--- src/sv/rhwf_pkg.sv ---
// Types, codes, constants and helper functions of the right-hand wall follower.
`default_nettype none
package rhwf_pkg;

   // Field widths.
   localparam int POS_W        = 4;
   localparam int HEAD_W       = 2;
   localparam int FUNC_W       = 2;
   localparam int STEP_COUNT_W = 20;
   localparam int CSR_INDEX_W  = 3;
   localparam int CSR_DATA_W   = 32;

   // Default sizes of the storage and the step counter.
   localparam int MAX_ROWS_DEF  = 16;
   localparam int MAX_COLS_DEF  = 16;
   localparam int STEP_BITS_DEF = 20;

   // Function codes of an input word.
   localparam logic [FUNC_W-1:0] F_LOAD    = 2'd0;
   localparam logic [FUNC_W-1:0] F_RESTART = 2'd1;
   localparam logic [FUNC_W-1:0] F_STEP    = 2'd2;

   // Headings.
   localparam logic [HEAD_W-1:0] DIR_N = 2'd0;
   localparam logic [HEAD_W-1:0] DIR_E = 2'd1;
   localparam logic [HEAD_W-1:0] DIR_S = 2'd2;
   localparam logic [HEAD_W-1:0] DIR_W = 2'd3;

   // Configuration register indexes.
   localparam logic [CSR_INDEX_W-1:0] CSR_MAZE_ROWS  = 3'd0;
   localparam logic [CSR_INDEX_W-1:0] CSR_MAZE_COLS  = 3'd1;
   localparam logic [CSR_INDEX_W-1:0] CSR_START_ROW  = 3'd2;
   localparam logic [CSR_INDEX_W-1:0] CSR_START_COL  = 3'd3;
   localparam logic [CSR_INDEX_W-1:0] CSR_GOAL_CELLS = 3'd4;

   // Configuration reset values.
   localparam logic [4:0]            MAZE_ROWS_RST  = 5'd16;
   localparam logic [4:0]            MAZE_COLS_RST  = 5'd16;
   localparam logic [POS_W-1:0]      START_ROW_RST  = 4'd0;
   localparam logic [POS_W-1:0]      START_COL_RST  = 4'd0;
   localparam logic [CSR_DATA_W-1:0] GOAL_CELLS_RST = 32'h8887_7877;

   // Commands from the controller to the datapath.
   typedef struct packed {
      logic accept;   // a word is taken this cycle: read the wall memory
      logic load;     // a load word is taken this cycle: write the wall memory
      logic exec;     // update cycle
      logic restart;  // update cycle of a restart word
      logic step;     // update cycle of a step word
   } rhwf_cmd_type;

   // Wall bit that guards the given side: south bit for north and south, east bit otherwise.
   function automatic logic wall_bit(input logic [HEAD_W-1:0] dir, input logic [1:0] walls);
      logic bit_v;
      bit_v = ((dir == DIR_N) || (dir == DIR_S)) ? walls[1] : walls[0];
      return bit_v;
   endfunction

   // True when a move in the given direction stays inside the maze in use.
   function automatic logic border_ok(input logic [HEAD_W-1:0] dir,
                                      input logic [POS_W-1:0] row,
                                      input logic [POS_W-1:0] col,
                                      input logic [4:0] rows_used,
                                      input logic [4:0] cols_used);
      logic ok;
      unique case (dir)
         DIR_N: ok = (row != '0);
         DIR_E: ok = (({1'b0, col} + 5'd1) < cols_used);
         DIR_S: ok = (({1'b0, row} + 5'd1) < rows_used);
         DIR_W: ok = (col != '0);
      endcase
      return ok;
   endfunction

   // Row after one move in the given direction, wrapping in four bits.
   function automatic logic [POS_W-1:0] move_row(input logic [HEAD_W-1:0] dir,
                                                 input logic [POS_W-1:0] row);
      logic [POS_W-1:0] r;
      r = row;
      if (dir == DIR_N) r = row - 4'd1;
      else if (dir == DIR_S) r = row + 4'd1;
      return r;
   endfunction

   // Column after one move in the given direction, wrapping in four bits.
   function automatic logic [POS_W-1:0] move_col(input logic [HEAD_W-1:0] dir,
                                                 input logic [POS_W-1:0] col);
      logic [POS_W-1:0] c;
      c = col;
      if (dir == DIR_E) c = col + 4'd1;
      else if (dir == DIR_W) c = col - 4'd1;
      return c;
   endfunction

   // True when the cell matches any of the four goal bytes.
   function automatic logic goal_hit(input logic [POS_W-1:0] row,
                                     input logic [POS_W-1:0] col,
                                     input logic [CSR_DATA_W-1:0] goals);
      logic hit;
      hit = 1'b0;
      for (int k = 0; k < 4; k++) begin
         if ((goals[8*k+4 +: 4] == row) && (goals[8*k +: 4] == col)) hit = 1'b1;
      end
      return hit;
   endfunction

endpackage
`default_nettype wire

--- src/sv/rhwf_ctrl.sv ---
// Controller of the maze walker: accepts words and sequences the update cycle.
`default_nettype none
module rhwf_ctrl (
   input  logic                   clock,
   input  logic                   reset,
   input  logic                   start,
   input  logic [1:0]             req_func,
   output logic                   busy,
   output logic                   rsp_valid,
   output rhwf_pkg::rhwf_cmd_type cmd
);
   import rhwf_pkg::*;

   localparam logic ST_IDLE = 1'b0;
   localparam logic ST_EXEC = 1'b1;

   logic              state_ff, state_in;
   logic [FUNC_W-1:0] func_ff, func_in;
   logic              rsp_valid_ff;
   logic              accept;

   assign accept = start && (state_ff == ST_IDLE);

   always_comb begin
      unique case (state_ff)
         ST_IDLE: state_in = accept ? ST_EXEC : ST_IDLE;
         ST_EXEC: state_in = ST_IDLE;
      endcase
      func_in = accept ? req_func : func_ff;
   end

   always_ff @(posedge clock) begin
      if (reset) begin
         state_ff     <= ST_IDLE;
         func_ff      <= F_LOAD;
         rsp_valid_ff <= 1'b0;
      end else begin
         state_ff     <= state_in;
         func_ff      <= func_in;
         rsp_valid_ff <= (state_ff == ST_EXEC);
      end
   end

   always_comb begin
      cmd.accept  = accept;
      cmd.load    = accept && (req_func == F_LOAD);
      cmd.exec    = (state_ff == ST_EXEC);
      cmd.restart = (state_ff == ST_EXEC) && (func_ff == F_RESTART);
      cmd.step    = (state_ff == ST_EXEC) && (func_ff == F_STEP);
   end

   assign busy      = (state_ff == ST_EXEC);
   assign rsp_valid = rsp_valid_ff;

endmodule
`default_nettype wire

--- src/sv/rhwf_dp.sv ---
// Datapath of the maze walker: registers, wall memory and the step rule.
`default_nettype none
module rhwf_dp #(
   parameter int MAX_ROWS  = rhwf_pkg::MAX_ROWS_DEF,
   parameter int MAX_COLS  = rhwf_pkg::MAX_COLS_DEF,
   parameter int STEP_BITS = rhwf_pkg::STEP_BITS_DEF
) (
   input  logic                                  clock,
   input  logic                                  reset,
   input  rhwf_pkg::rhwf_cmd_type                cmd,
   input  logic [rhwf_pkg::POS_W-1:0]            req_cell_row,
   input  logic [rhwf_pkg::POS_W-1:0]            req_cell_col,
   input  logic                                  req_east_wall,
   input  logic                                  req_south_wall,
   input  logic                                  csr_we,
   input  logic [rhwf_pkg::CSR_INDEX_W-1:0]      csr_index,
   input  logic [rhwf_pkg::CSR_DATA_W-1:0]       csr_wdata,
   output logic [rhwf_pkg::POS_W-1:0]            rsp_pos_row,
   output logic [rhwf_pkg::POS_W-1:0]            rsp_pos_col,
   output logic [rhwf_pkg::HEAD_W-1:0]           rsp_heading,
   output logic                                  rsp_at_goal,
   output logic [rhwf_pkg::STEP_COUNT_W-1:0]     rsp_step_count
);
   import rhwf_pkg::*;

   localparam int DEPTH   = MAX_ROWS * MAX_COLS;
   localparam int ADDR_W  = $clog2(DEPTH);
   localparam int ROW_LIM = (MAX_ROWS < 16) ? MAX_ROWS : 16;
   localparam int COL_LIM = (MAX_COLS < 16) ? MAX_COLS : 16;

   function automatic logic [ADDR_W-1:0] cell_addr(input logic [POS_W-1:0] r,
                                                   input logic [POS_W-1:0] c);
      return ADDR_W'(int'(r) * MAX_COLS + int'(c));
   endfunction

   // Configuration registers.
   logic [4:0]            rows_ff, cols_ff;
   logic [POS_W-1:0]      srow_ff, scol_ff;
   logic [CSR_DATA_W-1:0] goal_ff;

   // Walker state.
   logic [POS_W-1:0]     row_ff, row_in, col_ff, col_in;
   logic [HEAD_W-1:0]    head_ff, head_in;
   logic [STEP_BITS-1:0] steps_ff, steps_in;
   logic                 at_goal_ff;

   // Wall memory and its read registers.
   logic [1:0]  wall_mem [0:DEPTH-1];
   logic [1:0]  wall_a_ff, wall_b_ff;
   logic        store_a_ff, store_b_ff;

   logic [HEAD_W-1:0] dir_a, dir_b;
   logic [POS_W-1:0]  rd_row_a, rd_col_a, rd_row_b, rd_col_b;
   logic              in_a, in_b, load_in;
   logic [ADDR_W-1:0] addr_a, addr_b, load_addr;

   logic [4:0]        rows_used, cols_used, last_row, last_col;
   logic              open_a, open_b, goal_now;

   // Read side: port A serves the right-hand side, port B the front.
   always_comb begin
      dir_a    = head_ff + 2'd1;
      dir_b    = head_ff;
      rd_row_a = (dir_a == DIR_N) ? row_ff - 4'd1 : row_ff;
      rd_col_a = (dir_a == DIR_W) ? col_ff - 4'd1 : col_ff;
      rd_row_b = (dir_b == DIR_N) ? row_ff - 4'd1 : row_ff;
      rd_col_b = (dir_b == DIR_W) ? col_ff - 4'd1 : col_ff;
      in_a     = (int'(rd_row_a) < MAX_ROWS) && (int'(rd_col_a) < MAX_COLS);
      in_b     = (int'(rd_row_b) < MAX_ROWS) && (int'(rd_col_b) < MAX_COLS);
      addr_a   = in_a ? cell_addr(rd_row_a, rd_col_a) : '0;
      addr_b   = in_b ? cell_addr(rd_row_b, rd_col_b) : '0;
      load_in  = (int'(req_cell_row) < MAX_ROWS) && (int'(req_cell_col) < MAX_COLS);
      load_addr = load_in ? cell_addr(req_cell_row, req_cell_col) : '0;
   end

   always_ff @(posedge clock) begin
      if (cmd.load && load_in) begin
         wall_mem[load_addr] <= {req_south_wall, req_east_wall};
      end
      if (cmd.accept) begin
         wall_a_ff  <= wall_mem[addr_a];
         wall_b_ff  <= wall_mem[addr_b];
         store_a_ff <= in_a;
         store_b_ff <= in_b;
      end
   end

   // Sizes in use, clamped to one and to the storage.
   always_comb begin
      if (rows_ff == '0) rows_used = 5'd1;
      else if (rows_ff > 5'(ROW_LIM)) rows_used = 5'(ROW_LIM);
      else rows_used = rows_ff;
      if (cols_ff == '0) cols_used = 5'd1;
      else if (cols_ff > 5'(COL_LIM)) cols_used = 5'(COL_LIM);
      else cols_used = cols_ff;
      last_row = rows_used - 5'd1;
      last_col = cols_used - 5'd1;
   end

   // Restart and step rule; a side outside storage counts as walled.
   always_comb begin
      open_a   = border_ok(dir_a, row_ff, col_ff, rows_used, cols_used) && store_a_ff
                 && !wall_bit(dir_a, wall_a_ff);
      open_b   = border_ok(dir_b, row_ff, col_ff, rows_used, cols_used) && store_b_ff
                 && !wall_bit(dir_b, wall_b_ff);
      goal_now = goal_hit(row_ff, col_ff, goal_ff);
      row_in   = row_ff;
      col_in   = col_ff;
      head_in  = head_ff;
      steps_in = steps_ff;
      if (cmd.restart) begin
         row_in   = ({1'b0, srow_ff} > last_row) ? last_row[POS_W-1:0] : srow_ff;
         col_in   = ({1'b0, scol_ff} > last_col) ? last_col[POS_W-1:0] : scol_ff;
         head_in  = DIR_E;
         steps_in = '0;
      end else if (cmd.step && !goal_now) begin
         if (open_a) begin
            head_in = dir_a;
            row_in  = move_row(dir_a, row_ff);
            col_in  = move_col(dir_a, col_ff);
         end else if (open_b) begin
            row_in  = move_row(dir_b, row_ff);
            col_in  = move_col(dir_b, col_ff);
         end else begin
            head_in = head_ff - 2'd1;
         end
         if (steps_ff != '1) steps_in = steps_ff + 1'b1;
      end
   end

   always_ff @(posedge clock) begin
      if (reset) begin
         rows_ff    <= MAZE_ROWS_RST;
         cols_ff    <= MAZE_COLS_RST;
         srow_ff    <= START_ROW_RST;
         scol_ff    <= START_COL_RST;
         goal_ff    <= GOAL_CELLS_RST;
         row_ff     <= '0;
         col_ff     <= '0;
         head_ff    <= DIR_E;
         steps_ff   <= '0;
         at_goal_ff <= goal_hit('0, '0, GOAL_CELLS_RST);
      end else begin
         if (csr_we) begin
            unique case (csr_index)
               CSR_MAZE_ROWS:  rows_ff <= csr_wdata[4:0];
               CSR_MAZE_COLS:  cols_ff <= csr_wdata[4:0];
               CSR_START_ROW:  srow_ff <= csr_wdata[POS_W-1:0];
               CSR_START_COL:  scol_ff <= csr_wdata[POS_W-1:0];
               CSR_GOAL_CELLS: goal_ff <= csr_wdata;
               default: ;
            endcase
         end
         if (cmd.exec) begin
            row_ff     <= row_in;
            col_ff     <= col_in;
            head_ff    <= head_in;
            steps_ff   <= steps_in;
            at_goal_ff <= goal_hit(row_in, col_in, goal_ff);
         end
      end
   end

   logic [STEP_BITS+STEP_COUNT_W-1:0] steps_wide;
   assign steps_wide = {{STEP_COUNT_W{1'b0}}, steps_ff};

   assign rsp_pos_row    = row_ff;
   assign rsp_pos_col    = col_ff;
   assign rsp_heading    = head_ff;
   assign rsp_at_goal    = at_goal_ff;
   assign rsp_step_count = steps_wide[STEP_COUNT_W-1:0];

endmodule
`default_nettype wire

--- src/sv/right_hand_wall_follower.sv ---
// Top level of the right-hand-rule maze walker.
// A word accepted at an edge moves the controller into its update state, in which
// busy is high and the walker registers are updated; the result strobe on rsp_valid
// is registered from that state. The wall memory is read through a registered read
// when the word is accepted, and no new word is taken while busy is high.
// Reset (synchronous, active high) restores the configuration defaults and puts the
// walker at row 0, column 0, facing east, with a step count of zero.
`default_nettype none
module right_hand_wall_follower #(
   parameter int MAX_ROWS  = rhwf_pkg::MAX_ROWS_DEF,
   parameter int MAX_COLS  = rhwf_pkg::MAX_COLS_DEF,
   parameter int STEP_BITS = rhwf_pkg::STEP_BITS_DEF
) (
   input  logic                              clock,
   input  logic                              reset,
   input  logic                              start,
   output logic                              busy,
   input  logic [rhwf_pkg::FUNC_W-1:0]       req_func,
   input  logic [rhwf_pkg::POS_W-1:0]        req_cell_row,
   input  logic [rhwf_pkg::POS_W-1:0]        req_cell_col,
   input  logic                              req_east_wall,
   input  logic                              req_south_wall,
   output logic                              rsp_valid,
   output logic [rhwf_pkg::POS_W-1:0]        rsp_pos_row,
   output logic [rhwf_pkg::POS_W-1:0]        rsp_pos_col,
   output logic [rhwf_pkg::HEAD_W-1:0]       rsp_heading,
   output logic                              rsp_at_goal,
   output logic [rhwf_pkg::STEP_COUNT_W-1:0] rsp_step_count,
   input  logic                              csr_we,
   input  logic [rhwf_pkg::CSR_INDEX_W-1:0]  csr_index,
   input  logic [rhwf_pkg::CSR_DATA_W-1:0]   csr_wdata
);
   import rhwf_pkg::*;

   // The controller owns the handshake; the datapath holds every register the
   // result word is read from, so the result ports stay steady between updates.
   rhwf_cmd_type cmd;

   rhwf_ctrl u_ctrl (
      .clock     (clock),
      .reset     (reset),
      .start     (start),
      .req_func  (req_func),
      .busy      (busy),
      .rsp_valid (rsp_valid),
      .cmd       (cmd)
   );

   // The wall memory is read at the accepting edge at the two cells that bound the
   // walker's right-hand side and front; the following edge applies the rule.
   rhwf_dp #(
      .MAX_ROWS  (MAX_ROWS),
      .MAX_COLS  (MAX_COLS),
      .STEP_BITS (STEP_BITS)
   ) u_dp (
      .clock          (clock),
      .reset          (reset),
      .cmd            (cmd),
      .req_cell_row   (req_cell_row),
      .req_cell_col   (req_cell_col),
      .req_east_wall  (req_east_wall),
      .req_south_wall (req_south_wall),
      .csr_we         (csr_we),
      .csr_index      (csr_index),
      .csr_wdata      (csr_wdata),
      .rsp_pos_row    (rsp_pos_row),
      .rsp_pos_col    (rsp_pos_col),
      .rsp_heading    (rsp_heading),
      .rsp_at_goal    (rsp_at_goal),
      .rsp_step_count (rsp_step_count)
   );

endmodule
`default_nettype wire

--- config.mk ---
export PLATFORM = sky130hd
export DESIGN_NAME = right_hand_wall_follower
export DESIGN_NICKNAME = d
export VERILOG_FILES = /design/src/sv/rhwf_pkg.sv /design/src/sv/rhwf_ctrl.sv /design/src/sv/rhwf_dp.sv /design/src/sv/right_hand_wall_follower.sv
export SDC_FILE = /design/constraint.sdc
export NUM_CORES = 1
export LEC_CHECK = 0
export CORE_MARGIN = 8
export CORE_UTILIZATION = 45
export DETAILED_ROUTE_END_ITERATION = 16
export DONT_BUFFER_PORTS = 1
export GPL_TIMING_DRIVEN = 0
export PLACE_DENSITY = 0.64
export SYNTH_ARGS = -nofsm -noshare
export SYNTH_HDL_FRONTEND = slang
export SYNTH_HIERARCHICAL = 1
export SYNTH_SLANG_ARGS = --single-unit
--- constraint.sdc ---
create_clock -name clock -period 5.3 [get_ports clock]
set_input_delay 1.06 -clock clock [delete_from_list [all_inputs] [get_ports clock]]
set_output_delay 1.06 -clock clock [all_outputs]
set_load 0.005 [all_outputs]
# Yosys cells after proc, flatten, opt, wreduce, memory -nomap -nowiden
# Memories as Yosys holds them, arrays and structs flattened. A register that Yosys moved wholly into a read port is not among the register bits.
# Cells that the tools add are included.
word_totals:
  register_bits: 85
  ram_bits: 512
  in_bits: 51
  wordCells: 149
  memories: 1
memory_table:
  columns: ["memory", "words", "word_bits", "read_ports", "rd_clocked_by_memory_dff", "write_ports", "line", "rtl"]
  rows:
  - ["u_dp.wall_mem", 256, 2, 2, 2, 1, "rhwf_dp.sv:48", "logic [1:0] wall_mem [0:DEPTH-1];"]
classes:
  n_addsub: 14
  n_lt_le_gt_ge: 6
  n_eq_ne: 30
  n_mux: 47
  bitwise_logic: 1
  n_reduce_logical: 37
op_table:
  columns: ["cell", "n"]
  rows:
  - ["two-way mux 4 bit", 20]
  - ["== test 4 bit", 16]
  - ["two-way mux 20 bit", 3]
  - ["adder 8 x 4 -> 8 bit", 3]
  - ["adder 20 x 1 -> 20 bit (second input constant)", 1]
  - ["two-way mux 5 bit", 4]
  - ["inequality test 20 bit (second input constant)", 1]
  - ["logical AND 1 bit", 15]
  - ["two-way mux 1 bit", 13]
  - ["adder 4 x 1 -> 5 bit (second input constant)", 2]
  - ["== test 2 bit (second input constant)", 5]
  - ["greater-than comparator 4 x 5 -> 1 bit", 2]
  - ["greater-than comparator 5 bit (second input constant)", 2]
  - ["zero test 5 bit", 2]
  - ["less-than comparator 5 bit", 2]
  - ["AND reduction 2 bit", 5]
  - ["subtractor 5 x 1 -> 5 bit (second input constant)", 2]
  - ["adder 4 x 1 -> 4 bit (second input constant)", 2]
  - ["two-way mux 2 bit", 4]
  - ["one-hot mux 1 bit (4 select lines)", 2]
  - ["nonzero test 4 bit", 2]
  - ["subtractor 4 x 1 -> 4 bit (second input constant)", 2]
  - ["== test 2 x 1 -> 1 bit (second input constant)", 3]
  - ["== test 3 x 2 -> 1 bit (second input constant)", 2]
  - ["13 further kinds", 20]

# Depth between registers and ports, before layout
logic_depth:
  depth_word: 16
  ltp_mapped: 18

# Cells and area by module
# The synthesis kept the hierarchy.
by_module_without_submodules:
  columns: ["mod", "instances", "cells_each", "area_each_um2", "seq_area_each_um2"]
  rows:
  - ["rhwf_dp", 1, 2117, 30979.7, 17116.4]
  - ["rhwf_ctrl", 1, 20, 196.4, 80.1]

# Worst setup path after synthesis
# Ideal clock, no wire load.
synth_timing:
  path_type: "register to register"
  startpoint: "register u_dp.col_ff[0] (netlist: u_dp/rsp_pos_col[0])"
  endpoint: "register u_dp.at_goal_ff (netlist: u_dp/rsp_at_goal)"
  arrival_ns: 4.084
  slack_ns: 1.096
  path_stages_with_launch: 18
  path_buffers: 3
  synth_period_minus_slack_ns: 4.204
  path_cell_list: "dfxtp_1 > buf_4 > buf_2 > inv_1 > ha_1 > ha_1 > nand4_1 > a311o_1 > and3_1 > o21a_2 > buf_6 > nor3_1 > mux2_2 > nor2_1 > xnor2_1 > a2111oi_0 > or3_1 > o31a_1"
synth_between:
  elab_chain_len: 16
synth_rtl:
  columns: ["element", "line", "rtl"]
  rows:
  - ["start, declared", "rhwf_dp.sv:42", "logic [POS_W-1:0] row_ff, row_in, col_ff, col_in;"]
  - ["start signal, assigned", "rhwf_dp.sv:156", "col_ff <= col_in;"]
  - ["branches (longest 15 deep; another with adder 4 x 1 -> 5 bit)", null, null]
  - ["two-way mux 1 bit *", "rhwf_pkg.sv:102", "if ((goals[8*k+4 +: 4] == row) && (goals[8*k +: 4] == col)) hit = 1'b1;"]
  - ["end signal, assigned", "rhwf_dp.sv:142", "at_goal_ff <= goal_hit('0, '0, GOAL_CELLS_RST);"]
  - ["end signal, assigned", "rhwf_dp.sv:159", "at_goal_ff <= goal_hit(row_in, col_in, goal_ff);"]
  - ["end, declared", "rhwf_dp.sv:45", "logic at_goal_ff;"]
# Every way passes the cells marked *.
# A chain may end at the register's enable or synchronous reset.

# Final worst setup path
layout_timing:
  startpoint: "register u_dp.col_ff[0] (netlist: u_dp/rsp_pos_col[0])"
  endpoint: "register u_dp.wall_b_ff[0], read port of u_dp.wall_mem (data pin)"
layout_between:
  elab_chain_len: 3
layout_rtl:
  columns: ["element", "line", "rtl"]
  rows:
  - ["subtractor 4 x 1 -> 4 bit", "rhwf_dp.sv:67", "rd_col_b = (dir_b == DIR_W) ? col_ff - 4'd1 : col_ff;"]
  - ["two-way mux 4 bit *", "rhwf_dp.sv:67", null]
  - ["adder 8 x 4 -> 8 bit *", "rhwf_dp.sv:33", "return ADDR_W'(int'(r) * MAX_COLS + int'(c));"]
  - ["end, declared", "rhwf_dp.sv:49", "logic [1:0] wall_a_ff, wall_b_ff;"]
# Mark *: on every way between the ends. The rest lies on a longest branch, timed or not.

==> run metrics <==
Distinct cells, synth 82; count of final setup violators 0; H-tree Lvls 3; CTS Buf Count 68; Layout area overhead 11.3%; Hold Path Origin u_ctrl/func_ff[0]; Crit path arrival time 5560 ps; internal power 8.20 mW; Slew headroom -4.25%; initial antenna violation count 2; GRT Resource Usage Total 23.8%; Antenna Violating Nets Remaining 0; pwr dens around 300 nW/um^2; net switching power around 2.3 mW; Final Hold Fails 0; area fraction of the dominant cell type after synthesis 49.7%; IR drop worst, VDD 0.315 mV; Placed Cells 3068; routability cong. 0.925; fin area 34700 sq um; Critical-path top delay cell a211oi_1; most used flip-flop cell after synthesis edfxtp_1; # Post-CTS Setup Buffers 0; final core utilization 50.6%; FF+latch count, synth 601; CTS Root Cell clkbuf_16; CP required 5640 ps; Critical Path Start Type flop; worst r2r src u_dp/rsp_pos_col[0]; clock buffer depth 3; worst-case clock skew 36.8 ps; number of synthesized flops with an enable pin a little over 500; die width 279 um; top cells by area, synth edfxtp_1 (50%), mux4_2 (23%), dfxtp_1 (5.5%); Final nets 2289; non-filler cells, final 3190; Post-CTS Hold Fix Bufs 0; detailed-placement wirelength estimate roughly 66000 um; worst slack, placed -655 ps; Rows 96; crit-path leading delay family buffers and inverters; max_cap viols 5; CP endpoint kind flop; Switching Share about 22%; buffers added on ports 0; Slew Limit Fails 44; Pleak 11.0 nW; initial core utilization 45.5%; DR vias 20500; worst-path cell chain buf_4 > buf_2 > inv_1 > ha_1 > a21oi_1 > clkbuf_2 > clkbuf_2 > mux4_2 > mux4_2 > and2_1 > a211oi_1 > a31oi_1 > mux4_2; pin count of the biggest net entering global routing roughly 260; CP Max Fanout 10; Avg Vias per Cell approximately 6.4; status finished with violations; logic gate share of total power 5.9%; setup TNS 0 ps; syn_nets 2217; WHS Endpoint u_ctrl/func_ff[0]; drt wl/cell around 30 um; Core Area 68600 sq um; worst slew pin tran around 1600 ps; DIE HEIGHT ~280 um; reg2reg path depth 13; clock-pin slew on the worst setup and hold paths roughly 60 ps; RSZ-0062 raised after global routing no; CTS tree done; worst reg-to-reg setup slack 80 ps; hold slack 496 ps; Avg Cell Area, Syn 14.6 sq um; Power Total 10.5 mW; Hold Path Depth 2; most frequent cell after synthesis edfxtp_1; remaining routing DRC violations 0; Async SR Flop Fraction 0%; post-place instance area 32300 sq um; initial DRC count 2363; CP max stage delay 570 ps; Num Clock Sinks about 600; violated checks capacitance limit, slew limit; layout cells sized above 1 23.6%; first-pass detailed-route iteration total 6; f_max 192 MHz; Hold WC Path Type reg2reg; crit share post-route between 90% and 100%; clk_lat worst skew between 600 and 700 ps; PostCTS Resize Cnt 23; dominant cell type by area after synthesis edfxtp_1; Final min period 5220 ps; synthesized area between 30000 and 40000 sq um; r2r endpoint u_dp/wall_b_ff[0]; top cells by count, synth edfxtp_1 (516), nor2_1 (334), mux4_2 (324); Seq/Total Area, Yosys 55.2%; Mapped Cells 2137; synth warn 6; total grt overflow 0; sequential share of power 49.3%; CP bufs+invs 5; vias in the first global route 20700; full die area 78000 sq um; I/O pin cnt 84; first-pass GRT wire length between 100000 and 150000 um; clock network power share 44.8%; Final WS setup 82.9 ps; drt total wl 94300 um; most used cell, CP mux4_2; CP Class reg2reg
routing by layer:
metal  up-vias  global-route usage [%]  share of wire (%)
met5         -                       0              0.014
met1     10600                    29.4                 37
met4         2                    10.8                4.9
li1       8521                       -                  -
met3       266                    7.13                 11
met2      1164                    38.6                 48
registers in the layout, indices dropped and copies added, names as in the netlist:
signal / count
u_dp/wall_mem: 512
u_dp/goal_ff: 32
u_dp/rsp_step_count: 20
u_dp/cols_ff: 5
u_dp/rows_ff: 5
u_dp/rsp_pos_col: 4
u_dp/rsp_pos_row: 4
u_dp/scol_ff: 4
u_dp/srow_ff: 4
u_ctrl/func_ff: 2
u_dp/rsp_heading: 2
u_dp/wall_a_ff: 2
u_dp/wall_b_ff: 2
u_ctrl/busy: 1
u_ctrl/rsp_valid: 1
u_dp/rsp_at_goal: 1
area by class of cell:
type                    count  area, sq um
inverters                  24         90.1
clock buffers              86         1800
diodes                      1         2.50
multi-input cells        1344        13200
repair buffers              2         30.0
flip-flops and latches    601        17200
clock inverters            33          425
well taps                 931         1160
plain buffers             168          763
fillers                  5780        33900
layout by cell type (no fill, tap or decap), drive strengths merged, types with 10 or more instances in the layout:
cell,instances
a211oi,20
a21oi,43
a31oi,19
and2,19
buf,51
clkbuf,204
clkinv,16
dfxtp,85
edfxtp,516
ha,29
inv,28
mux2i,27
mux4,324
nand2,157
nand2b,10
nand3,35
nand3b,20
nand4,25
nor2,334
nor2b,14
nor3,15
nor4,15
o21ai,37
xnor2,29
xor2,67
worst reg2reg max path, stage by stage, from the launching register on:
cell,delay [ps]
dfxtp_1,400
buf_4,220
buf_2,260
inv_1,140
ha_1,460
a21oi_1,290
clkbuf_2,350
clkbuf_2,510
mux4_2,400
mux4_2,540
and2_1,190
a211oi_1,570
a31oi_1,80
mux4_2,550
power groups by stage:
stage	logic (mW)	clock network (mW)	registers, mW
6_report	0.620	4.70	5.17
5_1_grt	0.655	4.94	5.17
4_1_cts	0.614	4.78	5.17
3_5_place_dp	0.611	0	5.26
3_3_place_gp	0.604	0	5.26
2_1_floorplan	0.452	0	5.26
worst max-delay path by stage:
stage	start	to	slack [ps]	cells past startpoint
6_report	u_dp/rsp_pos_col[0]	u_dp/wall_b_ff[0]	80	13
3_5_place_dp	u_dp/rsp_pos_col[0]	u_dp/wall_a_ff[0]	-660	13
2_1_floorplan	u_dp/rsp_pos_col[0]	u_dp/rsp_at_goal	1100	17
4_1_cts	u_dp/rsp_heading[0]	u_dp/wall_a_ff[0]	4	11
3_3_place_gp	u_dp/rsp_pos_col[0]	u_dp/wall_a_ff[1]	-580	13
5_1_grt	u_dp/rsp_pos_col[0]	u_dp/wall_a_ff[0]	5	13
kinds of logic after synthesis:
family | synth area share [%]
buf+inv | 2.57
flops | 55.2
compound gates | 3.95
fa+ha+maj | 1.16
mux | 24.5
simple gates | 9.97
xor+xnor | 2.70
No activity file was read; power rests on OpenSTA's default activity.
